`config.mk`:
```
export PLATFORM = sky130hd
export DESIGN_NAME = chunk_buffer_pool_pin_policy_unit
export DESIGN_NICKNAME = d
export VERILOG_FILES = /design/src/rtl/cbpp_pkg.sv /design/src/rtl/chunk_buffer_pool_pin_policy_unit.sv
export SDC_FILE = /design/constraint.sdc
export NUM_CORES = 1
export LEC_CHECK = 0
export BUFFER_PORTS_ARGS = -buffer_cell sky130_fd_sc_hd__buf_2
export CAP_MARGIN = 20
export CORE_MARGIN = 4
export CORE_UTILIZATION = 55
export CTS_CLUSTER_SIZE = 30
export DETAILED_ROUTE_END_ITERATION = 10
export GPL_ROUTABILITY_DRIVEN = 0
export PLACE_DENSITY = 0.73
export RECOVER_POWER = 50
export SLEW_MARGIN = 15
export SYNTH_ARGS = -nofsm -noshare
export SYNTH_HDL_FRONTEND = slang
export SYNTH_SLANG_ARGS = --single-unit
```
`constraint.sdc`:
```
create_clock -name clk -period 8.9 [get_ports clk]
set_clock_uncertainty 0.1 [all_clocks]
set_input_delay 0.89 -clock clk [delete_from_list [all_inputs] [get_ports clk]]
set_output_delay 0.89 -clock clk [all_outputs]
set_load 0.01 [all_outputs]
```
`src/rtl/cbpp_pkg.sv`:
```
// ============================================================================
// cbpp_pkg: shared definitions for the buffer pool slot table
// Operation and status codes, field widths and the reset value of slots_in_use.
// ============================================================================
package cbpp_pkg;

    localparam int NUM_SLOTS_DEF     = 16;
    localparam int CHUNK_ID_BITS_DEF = 16;
    localparam int OP_W      = 3;
    localparam int STATUS_W  = 3;
    localparam int CFG_W     = 5;
    localparam int SLOT_IDX_W = 4;

    localparam logic [OP_W-1:0] OP_PIN      = 3'd0;
    localparam logic [OP_W-1:0] OP_PIN_AT   = 3'd1;
    localparam logic [OP_W-1:0] OP_UNPIN    = 3'd2;
    localparam logic [OP_W-1:0] OP_LOAD     = 3'd3;
    localparam logic [OP_W-1:0] OP_DIRTY    = 3'd4;
    localparam logic [OP_W-1:0] OP_FLUSH    = 3'd5;

    localparam logic [STATUS_W-1:0] ST_OK     = 3'd0;
    localparam logic [STATUS_W-1:0] ST_NOFREE = 3'd1;
    localparam logic [STATUS_W-1:0] ST_PINNED = 3'd2;
    localparam logic [STATUS_W-1:0] ST_NOTRES = 3'd3;
    localparam logic [STATUS_W-1:0] ST_NOTPIN = 3'd4;

    localparam logic [CFG_W-1:0] CFG_RESET = 5'd16;

endpackage

```
`src/rtl/chunk_buffer_pool_pin_policy_unit.sv`:
```
// ============================================================================
// chunk_buffer_pool_pin_policy_unit: buffer pool slot table
// Pin, unpin, load, dirty and flush bookkeeping with round-robin replacement.
// ============================================================================
// Usage. A request (operation, chunk_id, slot_index) is taken on the input
// channel when in_valid is high and in_stall is low; exactly one result
// (status, slot, must_read, must_write, write_chunk_id) follows on the output
// channel, held steady while out_stall is high. One request is worked on at a
// time. The slot tags live in a synchronous memory with a registered read
// port; the lookup walks the active slots one per cycle, reading the tag
// memory, and a pin that misses then walks round-robin from the slot after
// the last pinned one, again one slot per cycle. The output register frees
// the engine once a result is written to it, and the next request can be
// taken once the engine has gone on through S_DONE back to S_IDLE, even while
// that result waits; the engine then holds its next result until the
// register empties, and in_stall stays high meanwhile.
// Reset (and any write of slots_in_use) clears all per-slot flag bits,
// which sit in flip-flops, and reloads the counters; tags need no clearing,
// as they are only ever read behind a set valid bit.
// ============================================================================
module chunk_buffer_pool_pin_policy_unit
    import cbpp_pkg::*;
#(
    parameter int NUM_SLOTS     = NUM_SLOTS_DEF,
    parameter int CHUNK_ID_BITS = CHUNK_ID_BITS_DEF
)
(
    input  logic                     clk,
    input  logic                     rst_n,
    input  logic                     psel,
    input  logic                     penable,
    input  logic                     pwrite,
    input  logic                     paddr,
    input  logic [31:0]              pwdata,
    output logic [31:0]              prdata,
    output logic                     pready,
    input  logic                     in_valid,
    output logic                     in_stall,
    input  logic [OP_W-1:0]          operation,
    input  logic [CHUNK_ID_BITS-1:0] chunk_id,
    input  logic [SLOT_IDX_W-1:0]    slot_index,
    output logic                     out_valid,
    input  logic                     out_stall,
    output logic [STATUS_W-1:0]      status,
    output logic [SLOT_IDX_W-1:0]    slot,
    output logic                     must_read,
    output logic                     must_write,
    output logic [CHUNK_ID_BITS-1:0] write_chunk_id
);

    localparam int SW = (NUM_SLOTS > 1) ? $clog2(NUM_SLOTS) : 1;
    localparam int CW = $clog2(NUM_SLOTS + 1);

    typedef enum logic [4:0] {
        S_IDLE   = 5'b00001,
        S_LOOK   = 5'b00010,
        S_SCAN   = 5'b00100,
        S_DECIDE = 5'b01000,
        S_DONE   = 5'b10000
    } state_t;

    // Tag memory: one write port, one registered read port.
    logic [CHUNK_ID_BITS-1:0] tag_mem [NUM_SLOTS];
    logic [CHUNK_ID_BITS-1:0] tag_rd_reg;
    logic [SW-1:0]            tag_raddr;
    logic                     tag_we;
    logic [SW-1:0]            tag_waddr;

    logic [NUM_SLOTS-1:0] valid_reg, pinned_reg, loaded_reg, dirty_reg;
    logic [NUM_SLOTS-1:0] valid_next, pinned_next, loaded_next, dirty_next;
    logic [CFG_W-1:0]     cfg_reg, cfg_next;
    logic [SW-1:0]        last_reg, last_next;
    logic [CW-1:0]        free_reg, free_next, empty_reg, empty_next;
    state_t               state_reg, state_next;
    logic [OP_W-1:0]          op_reg;
    logic [CHUNK_ID_BITS-1:0] op_id_reg;
    logic [SW-1:0]            want_reg;
    logic                     want_hi_reg;
    logic [CW-1:0]            idx_reg, idx_next;   // walk counter
    logic [SW-1:0]            pos_reg, pos_next;   // slot read last cycle
    logic                     rd_pend_reg, rd_pend_next;
    logic                     hit_reg, hit_next;
    logic [SW-1:0]            hit_slot_reg, hit_slot_next;
    logic                     pick_reg, pick_next;
    logic [SW-1:0]            pick_slot_reg, pick_slot_next;
    logic                     ov_reg, ov_next;
    logic [STATUS_W-1:0]      st_reg, st_next;
    logic [SW-1:0]            sl_reg, sl_next;
    logic                     mr_reg, mr_next, mw_reg, mw_next;
    logic [CHUNK_ID_BITS-1:0] wid_reg, wid_next;

    always_ff @(posedge clk)
    begin
        if (tag_we)
        begin
            tag_mem[tag_waddr] <= op_id_reg;
        end
        tag_rd_reg <= tag_mem[tag_raddr];
    end

    // Active slot count, clamped to one..NUM_SLOTS.
    logic [CW-1:0] n_act;
    always_comb
    begin
        if (cfg_reg == '0)
        begin
            n_act = CW'(1);
        end
        else if (32'(cfg_reg) > NUM_SLOTS)
        begin
            n_act = CW'(NUM_SLOTS);
        end
        else
        begin
            n_act = CW'(cfg_reg);
        end
    end

    logic cfg_wr;
    assign cfg_wr = psel && penable && pwrite && !paddr;
    assign pready = 1'b1;
    assign prdata = {{(32-CFG_W){1'b0}}, cfg_reg};

    logic in_acc, res_free;
    assign in_stall = (state_reg != S_IDLE);
    assign in_acc   = in_valid && !in_stall;
    assign res_free = !ov_reg || !out_stall;

    // Next slot after p, wrapping at n_act.
    function automatic logic [SW-1:0] nxt(input logic [SW-1:0] p, input logic [CW-1:0] n);
        logic [CW:0] t;
        t = (CW+1)'(p) + 1'b1;
        if (t >= (CW+1)'(n))
        begin
            nxt = '0;
        end
        else
        begin
            nxt = t[SW-1:0];
        end
    endfunction

    logic [SW-1:0] tgt;

    always_comb
    begin
        state_next = state_reg;
        valid_next = valid_reg; pinned_next = pinned_reg;
        loaded_next = loaded_reg; dirty_next = dirty_reg;
        cfg_next = cfg_reg; last_next = last_reg;
        free_next = free_reg; empty_next = empty_reg;
        idx_next = idx_reg; pos_next = pos_reg; rd_pend_next = 1'b0;
        hit_next = hit_reg; hit_slot_next = hit_slot_reg;
        pick_next = pick_reg; pick_slot_next = pick_slot_reg;
        ov_next = ov_reg && out_stall;
        st_next = st_reg; sl_next = sl_reg; mr_next = mr_reg; mw_next = mw_reg;
        wid_next = wid_reg;
        tag_raddr = pos_reg; tag_we = 1'b0; tag_waddr = '0; tgt = '0;

        unique case (state_reg)
            S_IDLE:
            begin
                if (in_acc)
                begin
                    state_next = S_LOOK;
                    idx_next = '0; pos_next = '0; hit_next = 1'b0;
                    pick_next = 1'b0;
                end
            end
            S_LOOK:
            begin
                // Issue a read per slot; check the slot read last cycle.
                if (rd_pend_reg && !hit_reg && valid_reg[pos_reg]
                    && tag_rd_reg == op_id_reg)
                begin
                    hit_next = 1'b1; hit_slot_next = pos_reg;
                end
                if (idx_reg < n_act)
                begin
                    tag_raddr = idx_reg[SW-1:0];
                    pos_next = idx_reg[SW-1:0];
                    rd_pend_next = 1'b1;
                    idx_next = idx_reg + 1'b1;
                end
                else if (!rd_pend_reg)
                begin
                    // The last pinned slot is always below the active count.
                    idx_next = '0;
                    pos_next = nxt(last_reg, n_act);
                    if (op_reg == OP_PIN_AT)
                    begin
                        tag_raddr = want_reg;   // victim tag for a pin at slot
                    end
                    state_next = (op_reg == OP_PIN && !hit_next && free_reg != '0)
                                 ? S_SCAN : S_DECIDE;
                end
            end
            S_SCAN:
            begin
                tag_raddr = pos_reg;
                if (!pick_reg && idx_reg < n_act)
                begin
                    if ((empty_reg != '0) ? !valid_reg[pos_reg] : !pinned_reg[pos_reg])
                    begin
                        pick_next = 1'b1; pick_slot_next = pos_reg;
                    end
                    else
                    begin
                        pos_next = nxt(pos_reg, n_act);
                        idx_next = idx_reg + 1'b1;
                    end
                end
                else
                begin
                    rd_pend_next = 1'b1;   // victim tag read issued
                    state_next = S_DECIDE;
                end
            end
            S_DECIDE:
            begin
                // Keep the victim tag on the read port while the result waits.
                tgt = (op_reg == OP_PIN_AT) ? want_reg : pick_slot_reg;
                tag_raddr = tgt;
                if (res_free)
                begin
                    st_next = ST_OK; sl_next = '0; mr_next = 1'b0; mw_next = 1'b0;
                    wid_next = '0;
                    if (op_reg == OP_PIN || op_reg == OP_PIN_AT)
                    begin
                        if (op_reg == OP_PIN_AT && (want_hi_reg ||
                            32'(want_reg) >= 32'(n_act) || free_reg == '0))
                        begin
                            st_next = ST_NOFREE;
                        end
                        else if (op_reg == OP_PIN && free_reg == '0)
                        begin
                            st_next = ST_NOFREE;
                        end
                        else if (op_reg == OP_PIN && hit_reg)
                        begin
                            sl_next = hit_slot_reg;
                            if (pinned_reg[hit_slot_reg])
                            begin
                                st_next = ST_PINNED;
                            end
                            else
                            begin
                                pinned_next[hit_slot_reg] = 1'b1;
                                loaded_next[hit_slot_reg] = 1'b1;
                                free_next = free_reg - 1'b1;
                            end
                        end
                        else if (op_reg == OP_PIN && !pick_reg)
                        begin
                            st_next = ST_NOFREE;
                        end
                        else if (op_reg == OP_PIN_AT && pinned_reg[want_reg])
                        begin
                            st_next = ST_PINNED; sl_next = want_reg;
                        end
                        else
                        begin
                            // Claim: victim tag arrived from the memory read.
                            if (!valid_reg[tgt])
                            begin
                                if (empty_reg != '0)
                                begin
                                    empty_next = empty_reg - 1'b1;
                                end
                            end
                            else if (dirty_reg[tgt])
                            begin
                                mw_next = 1'b1; wid_next = tag_rd_reg;
                            end
                            free_next = free_reg - 1'b1;
                            last_next = tgt;
                            tag_we = 1'b1; tag_waddr = tgt;
                            valid_next[tgt] = 1'b1; pinned_next[tgt] = 1'b1;
                            loaded_next[tgt] = 1'b0; dirty_next[tgt] = 1'b0;
                            sl_next = tgt; mr_next = 1'b1;
                        end
                    end
                    else if (op_reg <= OP_FLUSH)
                    begin
                        if (!hit_reg)
                        begin
                            st_next = ST_NOTRES;
                        end
                        else
                        begin
                            sl_next = hit_slot_reg;
                            unique case (op_reg)
                                OP_UNPIN:
                                begin
                                    if (!pinned_reg[hit_slot_reg])
                                    begin
                                        st_next = ST_NOTPIN;
                                    end
                                    else
                                    begin
                                        pinned_next[hit_slot_reg] = 1'b0;
                                        free_next = free_reg + 1'b1;
                                    end
                                end
                                OP_LOAD:
                                begin
                                    if (!loaded_reg[hit_slot_reg])
                                    begin
                                        mr_next = 1'b1;
                                        loaded_next[hit_slot_reg] = 1'b1;
                                    end
                                end
                                OP_DIRTY:
                                begin
                                    dirty_next[hit_slot_reg] = 1'b1;
                                end
                                default:
                                begin
                                    if (!pinned_reg[hit_slot_reg])
                                    begin
                                        st_next = ST_NOTPIN;
                                    end
                                    else if (dirty_reg[hit_slot_reg])
                                    begin
                                        mw_next = 1'b1; wid_next = op_id_reg;
                                        dirty_next[hit_slot_reg] = 1'b0;
                                    end
                                end
                            endcase
                        end
                    end
                    ov_next = 1'b1;
                    state_next = S_DONE;
                end
            end
            S_DONE:
            begin
                state_next = S_IDLE;
            end
            default:
            begin
                state_next = S_IDLE;
            end
        endcase

        if (cfg_wr)
        begin
            cfg_next = pwdata[CFG_W-1:0];
            valid_next = '0; pinned_next = '0; loaded_next = '0; dirty_next = '0;
            last_next = '0;
            if (pwdata[CFG_W-1:0] == '0)
            begin
                free_next = CW'(1);
            end
            else if (32'(pwdata[CFG_W-1:0]) > NUM_SLOTS)
            begin
                free_next = CW'(NUM_SLOTS);
            end
            else
            begin
                free_next = CW'(pwdata[CFG_W-1:0]);
            end
            empty_next = free_next;
        end
    end

    always_ff @(posedge clk or negedge rst_n)
    begin
        if (!rst_n)
        begin
            state_reg <= S_IDLE;
            valid_reg <= '0; pinned_reg <= '0; loaded_reg <= '0; dirty_reg <= '0;
            cfg_reg <= CFG_RESET; last_reg <= '0;
            free_reg <= (NUM_SLOTS < 16) ? CW'(NUM_SLOTS) : CW'(16);
            empty_reg <= (NUM_SLOTS < 16) ? CW'(NUM_SLOTS) : CW'(16);
            ov_reg <= 1'b0; rd_pend_reg <= 1'b0;
            hit_reg <= 1'b0; pick_reg <= 1'b0;
        end
        else
        begin
            state_reg <= state_next;
            valid_reg <= valid_next; pinned_reg <= pinned_next;
            loaded_reg <= loaded_next; dirty_reg <= dirty_next;
            cfg_reg <= cfg_next; last_reg <= last_next;
            free_reg <= free_next; empty_reg <= empty_next;
            ov_reg <= ov_next; rd_pend_reg <= rd_pend_next;
            hit_reg <= hit_next; pick_reg <= pick_next;
        end
    end

    always_ff @(posedge clk)
    begin
        if (in_acc)
        begin
            op_reg <= operation; op_id_reg <= chunk_id;
            want_reg <= SW'(slot_index);
            want_hi_reg <= (32'(slot_index) >= NUM_SLOTS);
        end
        idx_reg <= idx_next; pos_reg <= pos_next;
        hit_slot_reg <= hit_slot_next; pick_slot_reg <= pick_slot_next;
        st_reg <= st_next; sl_reg <= sl_next; mr_reg <= mr_next; mw_reg <= mw_next;
        wid_reg <= wid_next;
    end

    assign out_valid      = ov_reg;
    assign status         = st_reg;
    assign slot           = SLOT_IDX_W'(sl_reg);
    assign must_read      = mr_reg;
    assign must_write     = mw_reg;
    assign write_chunk_id = wid_reg;

endmodule

```
==> flow_metrics.py <==
metrics = {
    "min_path": {
        "hold_class": "register to register",
    },
    "status": {
        "violations": "capacitance limit, slew limit",
        "status": "finished with violations",
    },
    "yosys": {
        "netlist_area_mm2": 0.0197,
        "yosys.area.top_type": "edfxtp_1",
        "yosys_warnings": 0,
        "synth_top_family_by_area": "multiplexers",
        "synth.distinct_cells": 71,
        "synthMuxAreaShare": 0.118,
        "synth-async-reset-ratio": 0.214,
        "synthAdderAreaFrac": 0.0181,
        "synthXorXnorAreaFrac": 0.0134,
        "ys_ff_latch": 429,
        "synth-compound-area-share": 0.112,
        "synth_top_area_frac": 0.490,
        "synth-simple-area-share": 0.0814,
        "ys_seq_area_frac": 0.623,
        "synthCells": 1472,
        "synthFlopType": "edfxtp_1",
        "syn_avg_cell_area_um2": 13.4,
        "netlist_top_cells_area": "edfxtp_1, dfrtp_1, mux2i_1",
        "synth_edf_count": 321,
    },
    "final_layout": {
        "final_util": 0.614,
        "area_delta_synth_final_pct": 10.4,
        "top_register": "tag_mem",
        "nets": 1622,
        "fin_area_mm2": 0.0217,
        "largest_register_ffs": 256,
        "drive_above_1_share": 0.117,
        "antenna_cells": 0,
        "fill_cells": 2712,
    },
    "worst_setup_path": {
        "cp_common_cell": "clkbuf_1",
        "crit_path_cell_trace": "clkbuf_1, clkbuf_1",
        "endpoint_kind": "asynchronous set/reset pin",
        "path_buf_inv": 2,
        "worstPathArrival_ns": 4.74,
        "cp_top_family": "buffers and inverters",
        "worst-setup-path-type": "primary input to asynchronous set/reset pin",
        "crit_path_top_delay_cell": "clkbuf_1",
        "path_max_fanout": 70,
        "critPathLaunchType": "primary input",
        "crit_required_ns": 8.53,
        "cpPeakStageDelay_ns": 2.82,
    },
    "die": {
        "io_pins": 123,
        "die_w_um": 197,
        "start_util": 0.556,
        "design.die.area_mm2": 0.0389,
        "rows": 69,
        "core_mm2": 0.0354,
        "die_h_um": 197,
    },
    "detailed_routing": {
        "wl_met2_um": 22900,
        "met3_length_um": 3950,
        "drt-pass1-iter-count": 6,
        "drt_iter0_drc": 1277,
        "ant_nets": 0,
        "drc": 0,
        "routed_wl_um": 47900,
        "vias_per_cell": 6.31,
        "met1Wirelength_um": 19400,
        "wl_per_cell_um": 23.6,
        "num_vias": 12800,
        "top_layer": "met4",
    },
    "power": {
        "p_comb_frac": 0.303,
        "p_clk_frac": 0.274,
        "power_switching_uw": 2070,
        "power.internal_uw": 4190,
        "ir_drop_uv": 421,
        "switching_share": 0.331,
        "p_leak_uw": 0.00801,
        "power.density_mw_per_mm2": 288,
        "p_seq_frac": 0.423,
    },
    "timing": {
        "hold_viol": 0,
        "fin_tns_setup_ns": 0,
        "fin_crit_ns": 5.11,
        "slew_headroom": -1.63,
        "setup_viol": 0,
        "tightest_slew_ns": 3.94,
        "slew_violations": 127,
        "max_freq_mhz": 196,
        "finalCritPeriodShare": 0.575,
        "rsz0062_at_grt": "no",
        "whs_ns": 0.409,
    },
    "clock_network": {
        "cts_max_path_buffers": 3,
        "cts_tree": "built",
        "clk_latency_ns": 0.54,
        "post-cts-setup-buffer-count": 0,
        "post_cts_resized": 0,
        "h-tree-depth": 2,
        "hold_buffers": 0,
        "cts_buffers": 43,
        "clk_pin_slew_ns": 0.06,
        "clock_sinks": 429,
        "cts_root_buf": "clkbuf_16",
    },
    "global_routing": {
        "grt_overflow": 0,
        "grt_max_degree": 129,
        "antenna_found_initial": 1,
        "grt_pass1_wl_um": 72800,
        "grt_pass1_vias": 12400,
        "track_usage": 0.243,
    },
    "placement": {
        "dp_hpwl_um": 29900,
        "place_area_mm2": 0.0205,
        "port-buffer-count": 67,
    },
    "flow_run": {
        "drv_cap": 3,
    },
}
==> synth_stat cells, types with 23 or more instances <==
master	count
edfxtp_1	321
mux2i_1	159
nor2_1	126
dfrtp_1	88
nand2_1	81
a22oi_1	65
o21ai_0	56
clkbuf_1	51
o211ai_1	48
a21oi_1	31
buf_4	30
a31oi_1	29
nand3_1	29
ha_1	26
buf_2	23
==> kinds of logic after synthesis <==
logic type | after synthesis
multiplexers | 193
other | 2
adder cells (fa/ha/maj) | 28
flip-flops | 429
buffers and inverters | 136
XOR/XNOR | 30
AND/OR/NAND/NOR | 333
AO/OA/AOI/OAI | 321
==> metal layers <==
metal  vias to the layer above  GRT usage
li1                       5741          -
met1                      6310      0.340
met2                       633      0.393
met3                       113     0.0394
met4                         0     0.0835
met5                         -          0
==> power by group through the flow <==
stage | sequential (uW) | combinational, uW | clock, uW
CTS | 2650 | 1890 | 1730
finish | 2650 | 1900 | 1720
global placement | 2680 | 1830 | 0
global route | 2680 | 2050 | 1830
floorplan | 2560 | 1470 | 0
detailed placement | 2690 | 1880 | 0
==> final timing paths <==
path                              startpoint       endpoint  slack, ns  depth (start not counted)
worst max-delay path                   rst_n  dirty_reg[14]       3.79                          2
worst min-delay path               out_valid   state_reg[4]       0.41                          1
worst max register to register  state_reg[1]  pinned_reg[4]       3.93                          9
worst min register to register     out_valid   state_reg[4]       0.41                          1
max in group clk                state_reg[1]  pinned_reg[4]       3.93                          9
min in group asynchronous              rst_n      out_valid       0.53                          1
==> placed cells by master (no fill, tap or decap), types with 5 or more instances in the layout <==
cell,n
buf_4,33
nor2b_1,9
mux4_2,18
mux2_2,6
nand2_1,81
a31oi_1,29
o21ai_0,56
clkbuf_1,54
buf_2,32
dfrtp_1,88
mux2i_1,159
a21o_1,13
and4_1,18
dfxtp_1,16
and3_1,15
clkinv_2,5
clkbuf_16,43
nor2_2,17
a211oi_1,15
o211ai_1,48
edfxtp_1,321
a22oi_1,65
o22ai_1,15
conb_1,28
nor3_1,11
mux4_1,9
nand4_1,6
xnor2_1,15
ha_1,26
inv_1,20
nand3_1,29
o21ai_1,11
a21oi_1,31
a22o_1,16
clkinv_1,8
nor2_1,110
xor2_1,15
==> worst reg2reg max path, stage by stage (launching register included) <==
cell	delay [ns]
dfrtp_1	0.43
nor3b_1	0.23
nand2_1	0.33
a21oi_1	1.78
buf_4	0.46
nand3b_1	0.20
a2111oi_4	0.70
nand2_4	0.25
o211ai_1	0.23
o21ai_0	0.12
==> cell type report <==
cell class	instances	area (um^2)	area share
Sequential cell	429	12300	0.565
Clock buffer	60	1140	0.0525
Inverter	22	82.6	0.00380
Multi-Input combinational cell	933	6900	0.318
Tap cell	461	577	0.0265
Timing Repair Buffer	103	567	0.0261
Clock inverter	19	193	0.00887
==> through the flow <==
| stage | instances | total power (uW) | setup slack, ns |
|---|---|---|---|
| floorplan | 1498 | 4030 | 4.71 |
| global placement | 1946 | 4510 | 4.82 |
| detailed placement | 1948 | 4570 | 4.70 |
| CTS | 2027 | 6280 | 4.63 |
| global route | 2027 | 6560 | 2.85 |
| finish | 2027 | 6270 | 3.79 |
(Power assumes the default switching activity.)
